## src/hw/rtl/s2c_pkg.sv

```systemverilog
package s2c_pkg;

    localparam int unsigned SecsPerDay  = 86400;
    localparam int unsigned SecsPerHour = 3600;
    localparam int unsigned SecsPerMin  = 60;
    localparam int unsigned FirstYear   = 2000;
    localparam int unsigned DaysLeap    = 366;
    localparam int unsigned DaysCommon  = 365;

    // The 2000..2136 range has exactly one century that is not a leap year.
    localparam int unsigned NonLeapCentury = 2100;

    // Quotient widths of the three shift-subtract divisions.
    localparam int unsigned DayQuotBits  = 16;
    localparam int unsigned HourQuotBits = 5;
    localparam int unsigned MinQuotBits  = 6;

    localparam int unsigned LastMonth = 11;

    typedef logic [2:0] phase_t;

    localparam phase_t ST_IDLE   = 3'd0;
    localparam phase_t ST_DAYS   = 3'd1;
    localparam phase_t ST_HOURS  = 3'd2;
    localparam phase_t ST_MINS   = 3'd3;
    localparam phase_t ST_YEARS  = 3'd4;
    localparam phase_t ST_MONTHS = 3'd5;
    localparam phase_t ST_DONE   = 3'd6;

    typedef struct packed {
        phase_t     phase;
        logic [3:0] shift;
        logic       leap;
        logic [3:0] month;
    } step_ctrl_t;

    typedef struct packed {
        logic [31:0] diff;
        logic        ge;
    } step_res_t;

    function automatic logic [4:0] month_days(input logic leap, input logic [3:0] month);
        logic [3:0] m;
        begin
            m = (month > 4'd6) ? (month - 4'd1) : month;
            if (month == 4'd1)
            begin
                month_days = leap ? 5'd29 : 5'd28;
            end
            else
            begin
                month_days = m[0] ? 5'd30 : 5'd31;
            end
        end
    endfunction

endpackage

```

## src/hw/rtl/s2c_step.sv

```systemverilog
module s2c_step (
    input  s2c_pkg::step_ctrl_t ctrl,
    input  logic [31:0]         rem,
    output s2c_pkg::step_res_t  res
);

    logic [31:0] operand;
    logic [32:0] diff_ext;

    // Each phase picks what the single subtractor takes away from the remainder.
    always_comb
    begin
        case (ctrl.phase)
            s2c_pkg::ST_DAYS:
            begin
                operand = 32'(s2c_pkg::SecsPerDay) << ctrl.shift;
            end
            s2c_pkg::ST_HOURS:
            begin
                operand = 32'(s2c_pkg::SecsPerHour) << ctrl.shift;
            end
            s2c_pkg::ST_MINS:
            begin
                operand = 32'(s2c_pkg::SecsPerMin) << ctrl.shift;
            end
            s2c_pkg::ST_YEARS:
            begin
                operand = ctrl.leap ? 32'(s2c_pkg::DaysLeap) : 32'(s2c_pkg::DaysCommon);
            end
            s2c_pkg::ST_MONTHS:
            begin
                operand = {27'b0, s2c_pkg::month_days(ctrl.leap, ctrl.month)};
            end
            default:
            begin
                operand = 32'b0;
            end
        endcase
    end

    assign diff_ext = {1'b0, rem} - {1'b0, operand};
    assign res.diff = diff_ext[31:0];
    assign res.ge   = ~diff_ext[32];

endmodule

```

## src/hw/rtl/seconds_to_calendar.sv

```systemverilog
// Channel   Dir  Fields (tdata, lowest bit first)
// s_axis    in   epoch_seconds[31:0]
// m_axis    out  year[11:0] month_index[15:12] day_index[20:16] hour[25:21]
//                minute[31:26] second[37:32], zero fill [39:38]
//
// One request takes 16 + 5 + 6 division steps, one step per elapsed year plus one,
// and one step per elapsed month plus one, all on a single shared subtractor.
// The input is ready only while the sequencer is idle; the result is held until taken.
// An asynchronous active-low reset returns the sequencer to idle.
module seconds_to_calendar (
    input  logic        clk,
    input  logic        rst_n,
    input  logic        s_axis_tvalid,
    output logic        s_axis_tready,
    input  logic [31:0] s_axis_tdata,   // epoch_seconds
    output logic        m_axis_tvalid,
    input  logic        m_axis_tready,
    output logic [39:0] m_axis_tdata    // year, month_index, day_index, hour, minute, second
);

    localparam logic [7:0] LeapSkipOff = 8'(s2c_pkg::NonLeapCentury - s2c_pkg::FirstYear);

    s2c_pkg::phase_t state_reg, state_next;
    logic [3:0]      shift_reg, shift_next;
    logic [31:0]     rem_reg, rem_next;
    logic [15:0]     quot_reg, quot_next;
    logic [15:0]     days_reg, days_next;
    logic [7:0]      year_off_reg, year_off_next;
    logic [3:0]      month_reg, month_next;
    logic [4:0]      hour_reg, hour_next;
    logic [5:0]      minute_reg, minute_next;
    logic [5:0]      second_reg, second_next;

    s2c_pkg::step_ctrl_t ctrl;
    s2c_pkg::step_res_t  res;
    logic                leap;
    logic [15:0]         quot_shift;
    logic [31:0]         rem_sel;
    logic [11:0]         year_full;

    // Within 2000..2136 a year is a leap year when divisible by 4, except 2100.
    assign leap = (year_off_reg[1:0] == 2'b00) && (year_off_reg != LeapSkipOff);

    assign ctrl.phase = state_reg;
    assign ctrl.shift = shift_reg;
    assign ctrl.leap  = leap;
    assign ctrl.month = month_reg;

    s2c_step u_step (
        .ctrl (ctrl),
        .rem  (rem_reg),
        .res  (res)
    );

    assign quot_shift = {quot_reg[14:0], res.ge};
    assign rem_sel    = res.ge ? res.diff : rem_reg;

    always_comb
    begin
        state_next    = state_reg;
        shift_next    = shift_reg;
        rem_next      = rem_reg;
        quot_next     = quot_reg;
        days_next     = days_reg;
        year_off_next = year_off_reg;
        month_next    = month_reg;
        hour_next     = hour_reg;
        minute_next   = minute_reg;
        second_next   = second_reg;
        case (state_reg)
            s2c_pkg::ST_IDLE:
            begin
                if (s_axis_tvalid)
                begin
                    rem_next   = s_axis_tdata;
                    quot_next  = 16'b0;
                    shift_next = 4'(s2c_pkg::DayQuotBits - 1);
                    state_next = s2c_pkg::ST_DAYS;
                end
            end
            s2c_pkg::ST_DAYS:
            begin
                rem_next  = rem_sel;
                quot_next = quot_shift;
                if (shift_reg == 4'd0)
                begin
                    days_next  = quot_shift;
                    quot_next  = 16'b0;
                    shift_next = 4'(s2c_pkg::HourQuotBits - 1);
                    state_next = s2c_pkg::ST_HOURS;
                end
                else
                begin
                    shift_next = shift_reg - 4'd1;
                end
            end
            s2c_pkg::ST_HOURS:
            begin
                rem_next  = rem_sel;
                quot_next = quot_shift;
                if (shift_reg == 4'd0)
                begin
                    hour_next  = quot_shift[4:0];
                    quot_next  = 16'b0;
                    shift_next = 4'(s2c_pkg::MinQuotBits - 1);
                    state_next = s2c_pkg::ST_MINS;
                end
                else
                begin
                    shift_next = shift_reg - 4'd1;
                end
            end
            s2c_pkg::ST_MINS:
            begin
                rem_next  = rem_sel;
                quot_next = quot_shift;
                if (shift_reg == 4'd0)
                begin
                    minute_next   = quot_shift[5:0];
                    second_next   = rem_sel[5:0];
                    rem_next      = {16'b0, days_reg};
                    year_off_next = 8'd0;
                    state_next    = s2c_pkg::ST_YEARS;
                end
                else
                begin
                    shift_next = shift_reg - 4'd1;
                end
            end
            s2c_pkg::ST_YEARS:
            begin
                if (res.ge)
                begin
                    rem_next      = res.diff;
                    year_off_next = year_off_reg + 8'd1;
                end
                else
                begin
                    month_next = 4'd0;
                    state_next = s2c_pkg::ST_MONTHS;
                end
            end
            s2c_pkg::ST_MONTHS:
            begin
                if ((month_reg != 4'(s2c_pkg::LastMonth)) && res.ge)
                begin
                    rem_next   = res.diff;
                    month_next = month_reg + 4'd1;
                end
                else
                begin
                    state_next = s2c_pkg::ST_DONE;
                end
            end
            s2c_pkg::ST_DONE:
            begin
                if (m_axis_tready)
                begin
                    state_next = s2c_pkg::ST_IDLE;
                end
            end
            default:
            begin
                state_next = s2c_pkg::ST_IDLE;
            end
        endcase
    end

    always_ff @(posedge clk or negedge rst_n)
    begin
        if (!rst_n)
        begin
            state_reg <= s2c_pkg::ST_IDLE;
        end
        else
        begin
            state_reg <= state_next;
        end
    end

    always_ff @(posedge clk)
    begin
        shift_reg    <= shift_next;
        rem_reg      <= rem_next;
        quot_reg     <= quot_next;
        days_reg     <= days_next;
        year_off_reg <= year_off_next;
        month_reg    <= month_next;
        hour_reg     <= hour_next;
        minute_reg   <= minute_next;
        second_reg   <= second_next;
    end

    assign year_full     = 12'(s2c_pkg::FirstYear) + {4'b0, year_off_reg};
    assign s_axis_tready = (state_reg == s2c_pkg::ST_IDLE);
    assign m_axis_tvalid = (state_reg == s2c_pkg::ST_DONE);
    assign m_axis_tdata  = {2'b00, second_reg, minute_reg, hour_reg, rem_reg[4:0],
                            month_reg, year_full};

    a_no_overlap: assert property (@(posedge clk) disable iff (!rst_n)
        !(s_axis_tready && m_axis_tvalid))
        else $error("input ready while a result is pending");

    a_start_days: assert property (@(posedge clk) disable iff (!rst_n)
        (s_axis_tvalid && s_axis_tready) |=>
        (state_reg == s2c_pkg::ST_DAYS) && (shift_reg == 4'(s2c_pkg::DayQuotBits - 1)))
        else $error("accepted request did not start the day division");

    a_time_range: assert property (@(posedge clk) disable iff (!rst_n)
        m_axis_tvalid |-> (hour_reg < 5'd24) && (minute_reg < 6'd60) && (second_reg < 6'd60))
        else $error("time of day out of range");

    a_date_range: assert property (@(posedge clk) disable iff (!rst_n)
        m_axis_tvalid |-> (month_reg <= 4'(s2c_pkg::LastMonth)) && (rem_reg < 32'd31))
        else $error("month or day of month out of range");

endmodule
```

## config.mk

```make
export PLATFORM = sky130hd
export DESIGN_NAME = seconds_to_calendar
export DESIGN_NICKNAME = d
export VERILOG_FILES = /design/src/hw/rtl/s2c_pkg.sv /design/src/hw/rtl/s2c_step.sv /design/src/hw/rtl/seconds_to_calendar.sv
export SDC_FILE = /design/constraint.sdc
export NUM_CORES = 1
export LEC_CHECK = 0
export BUFFER_PORTS_ARGS = -buffer_cell sky130_fd_sc_hd__clkbuf_2
export CORE_UTILIZATION = 30
export CTS_CLUSTER_DIAMETER = 50
export DETAILED_ROUTE_END_ITERATION = 8
export GPL_ROUTABILITY_DRIVEN = 0
export SKIP_CTS_REPAIR_TIMING = 1
export SYNTH_ARGS = -nofsm -noshare
export SYNTH_HDL_FRONTEND = slang
export SYNTH_HIERARCHICAL = 1
export SYNTH_SLANG_ARGS = --single-unit
```

## constraint.sdc

```tcl
create_clock -name clk -period 16.25 [get_ports clk]
set_input_delay 0.8125 -clock clk [delete_from_list [all_inputs] [get_ports clk]]
set_output_delay 0.8125 -clock clk [all_outputs]
set_load 0.05 [all_outputs]
```

## Yosys cells after proc, flatten, opt, wreduce, memory -nomap -nowiden

Index checks and enable logic that the tools add are counted.

- Mux-type cells: 33
- Shifts and indexed selects: 3
- Bitwise operators: 1
- Reduce and logical (&&, ||, !) cells: 21
- Add/sub/neg operators: 6
- $lt $le $gt $ge: 1
- Equal/unequal tests: 19

Operators with widths:

| operator | number |
|---|---|
| 32-bit one-hot mux with 5 select lines | 1 |
| 32-bit two-way mux | 4 |
| 32-bit one-hot mux with 4 select lines | 1 |
| 15-bit one-hot mux with 3 select lines | 1 |
| 32-bit by 32-bit subtractor with 33-bit output | 1 |
| 12-bit by 4-bit << shifter with 32-bit output, first input constant | 1 |
| 17-bit by 4-bit << shifter with 32-bit output, first input constant | 1 |
| 6-bit by 4-bit << shifter with 32-bit output, first input constant | 1 |
| 15-bit two-way mux | 2 |
| 4-bit two-way mux | 6 |
| 3-bit two-way mux | 7 |
| 3-bit one-hot mux with 7 select lines | 1 |
| 8-bit two-way mux | 2 |
| 2-bit inequality test, second input constant | 8 |
| 4-bit one-hot mux with 4 select lines | 1 |
| 8-bit one-hot mux with 2 select lines | 1 |
| 11-bit by 8-bit adder with 12-bit output, first input constant | 1 |
| 3-bit AND reduction | 4 |
| 3-bit equality test, second input constant | 3 |
| 8-bit by 1-bit adder with 8-bit output, second input constant | 1 |
| 8-bit by 7-bit inequality test with 1-bit output, second input constant | 1 |
| 4-bit one-hot mux with 2 select lines | 1 |
| 2-bit AND reduction | 4 |
| 4-bit nonzero test | 2 |
| other kinds (22) | 28 |

- Input bits: 36
- Output and inout port bits: 42
- Logic and storage cells: 94
- Flip-flop bits (word level): 99

## Longest topological paths before layout

- Depth after elaboration: 10
- Gate-level depth with buffers: 20
- Gate-level depth less buffers: 20

## Cells and area by module

Netlist, hierarchy kept.

Modules (own cells, without submodules):

| module | instances | cells an instance | seq. area each (µm²) | area an instance (µm²) |
|---|---|---|---|---|
| seconds_to_calendar | 1 | 443 | 2,957.8 | 5,265.0 |
| s2c_step | 1 | 383 | 0.0 | 2,496.1 |

## Least setup slack after synthesis

No wires, ideal clock.

- Path type: flip-flop to flip-flop
- Start point: reg year_off_reg[4]
- End point: reg rem_reg[0], enable pin
- Slack: 10.009 ns
- Library setup time: 0.441 ns
- Required time: 15.809 ns
- Buffers on the path: 2
- Period minus slack after synthesis: 6.241 ns
- Cell stages (with the launch flop): 21
- Arrival time: 5.800 ns
- Cells stage by stage: edfxtp_1 -> inv_1 -> ha_1 -> nand4b_1 -> o21a_1 -> nand2_1 -> nand3_1 -> a31oi_1 -> nor2_1 -> ha_1 -> fa_1 -> nand2b_1 -> a21oi_1 -> o2111ai_1 -> o21ai_2 -> a221oi_2 -> o21ai_1 -> buf_2 -> buf_1 -> nand2_1 -> a31oi_1

RTL lines:

| what | line | source |
|---|---|---|
| from (decl) | seconds_to_calendar.sv:28 | `logic [7:0] year_off_reg, year_off_next;` |
| from (signal assigned) | seconds_to_calendar.sv:187 | `year_off_reg <= year_off_next;` |
| to (signal assigned) | seconds_to_calendar.sv:184 | `rem_reg <= rem_next;` |
| to (decl) | seconds_to_calendar.sv:25 | `logic [31:0] rem_reg, rem_next;` |

==> flow_summary.toml <==
[status]
status = "complete, no violations"

[worst_setup_path]
slowest_stage = "a31oi_4"
worstPathMaxFanout = 32
arrival_ns = 5.65
cp-start-kind = "flop"
cp-end-kind = "flop"
crit_family = "compound AO/OA/AOI/OAI gates"
path_class = "reg -> reg"
crit_required_ns = 16.22
crit_path_max_incr_delay_ns = 1.04
crit_path_cell_trace = "nor2b_1 > nand2_1 > nor3_1 > a31oi_1 > o221ai_1 > a22oi_1 > ha_1 > a21oi_1 > o21ai_1 > a31oi_1 > o21ai_1 > a221oi_2 > o21ai_4 > nand2_1 > a31oi_4"
worst-path-buf-inv = 0

[sta]
fin_tns_setup_ns = 0
skew_ns = 0.0141
max_freq_mhz = 176
rsz0062_at_grt = "false"
finalWorstSetupSlack_ns = 10.57
drv_slew = 0
timing.final.crit_share_pct = 35.0
max_slew_margin_pct = 15.2
setup_viol = 0
finalHoldViolations = 0
finalCriticalPeriod_ns = 5.68
max_slew.worst_pin.slew_ns = 1.27

[floorplan]
core_um2 = 25300
rows = 58
die-area_um2 = 26500
die_w_um = 163
pin_count = 78
fp.dieH_um = 163
start_util_pct = 30.7

[grt]
grt_pass1_vias = 6018
grt-ovfl-total = 0
grtUsageTotal_pct = 15.8
grt_max_degree = 47
antenna_found_initial = 0
grt_pass1_wl_um = 33200

[layout]
antenna-diode-count = 0
area_growth_pct = 10.6
layout.nets = 932
stdcell_count = 1191
largest_reg_flops = 32
drive_above_1_share_pct = 17.2
final_common_cell = "edfxtp_1"
fin_util_pct = 34.0
mostFrequentLayoutCells = "edfxtp_1 (96), clkbuf_2 (75), nand2_1 (63)"

[yosys]
avgSynthCellArea_um2 = 9.40
ys_async_sr_fraction_pct = 3.03
synth_cell_types = 82
netlist_instances = 826
synth.area.top_cells = "edfxtp_1 (37%), ha_1 (6.3%), a21oi_1 (3.9%), o21ai_0 (3.7%), nand2_1 (3.0%)"
yosysTopAreaCell = "edfxtp_1"
yosysTopAreaCellShare_pct = 37.1
synthFlopType = "edfxtp_1"
synth_edf_count = 96
ys_ff_latch = 99
syn_area_um2 = 7760
synth_warnings = 6
seq_area_frac_synth_pct = 38.1

[cts]
tritoncts = "yes"
clockRootBuffer = "clkbuf_16"
clock_latency_ns = 0.36
clkSinkCount = 99
cts_made_buffers = 9
cts.clk_slew.worst_paths_ns = 0.08
clockBufferDepth = 2
htreeDepth = 3

[route]
viasPerCell = 5.49
drc = 0
num_vias = 6533
drt_wl_total_um = 20900
dr.pass1.iters = 5
antenna_left = 0
avgRoutedWirePerCell_um = 17.6
drtIter0Drc = 667

[min_path]
hp-class = "in -> async"

[placement]
dp.cells = 1175
numPortBuffers = 75
hpwl_um = 14800
place_ws_ns = 10.70

[flow_run]
cap_violations = 0
## metal layers
layer	vias to the layer above	GRT usage, %	share of wire (%)
li1	3172	-	-
met3	17	2.78	6.2
met4	0	3.74	0.86
met5	-	0	0
met2	257	22.7	43
met1	3087	24.1	50
## cell usage after synthesis, types with 4 or more instances
master,n
o21a_1,8
o21ai_1,10
a22oi_1,7
mux2i_1,17
inv_1,23
buf_2,18
a21o_1,14
mux2_2,16
nand4_1,6
or3_1,4
a31oi_1,26
ha_1,39
nand2_1,63
a21oi_1,61
buf_4,18
o21ai_0,57
nand2b_1,10
nor2b_1,7
nand3_1,35
o211ai_1,20
and2_1,22
nor2_1,60
buf_1,4
xor2_1,13
o2111ai_1,17
clkbuf_1,24
edfxtp_1,96
nor3b_1,16
xnor2_1,20
nor3_1,10
and3_1,4
## through the flow
step                hold slack, ns  cell area (um2)
finish                       0.251             8590
global route                 0.245             8590
CTS                          0.242             8590
detailed placement           0.423             8290
global placement             0.423             8290
floorplan                    0.400             7760
## logic make-up (layout without fill, tap and decap cells)
group	Yosys count	in the layout	synth area share, %
compound gates	273	273	24.2
simple gates	255	255	16.9
xor+xnor	33	33	3.72
buf+inv	91	125	5.85
other cells	1	2	0.0483
fa+ha+maj	41	41	6.67
mux	33	33	4.51
flops	99	99	38.1
## cell type report
class | instances | area, um2
Clock buffer | 9 | 225
Tap cell | 330 | 413
Sequential cell | 99 | 2960
Timing Repair Buffer | 85 | 450
Inverter | 24 | 90.1
Fill cell | 2661 | 16700
Multi-Input combinational cell | 637 | 4380
Clock inverter | 7 | 70.1
## worst register-to-register path: stages, from the launching register on
cell	delay, ns
dfrtp_1	0.72
nor2b_1	0.76
nand2_1	0.37
nor3_1	0.30
a31oi_1	0.09
o221ai_1	0.29
a22oi_1	0.14
ha_1	0.41
a21oi_1	0.13
o21ai_1	0.20
a31oi_1	0.13
o21ai_1	0.18
a221oi_2	0.15
o21ai_4	0.22
nand2_1	0.14
a31oi_4	1.04
## final timing paths
| path | startpoint | endpoint | slack [ns] | cells after the start |
|---|---|---|---|---|
| max in group asynchronous | rst_n | state_reg[0] | 15.87 | 1 |
| worst max-delay path | state_reg[1] | rem_reg[19] | 10.57 | 15 |
| min in group clk | quot_reg[14] | days_reg[15] | 0.44 | 0 |
| worst min register to register | quot_reg[14] | days_reg[15] | 0.44 | 0 |
| worst max register to register | state_reg[1] | rem_reg[19] | 10.57 | 15 |
| worst min-delay path | rst_n | state_reg[1] | 0.25 | 1 |
Power is left out: the tool's default activity adds up to more than one toggle a clock period on the data nets, which glitch-free logic cannot reach.
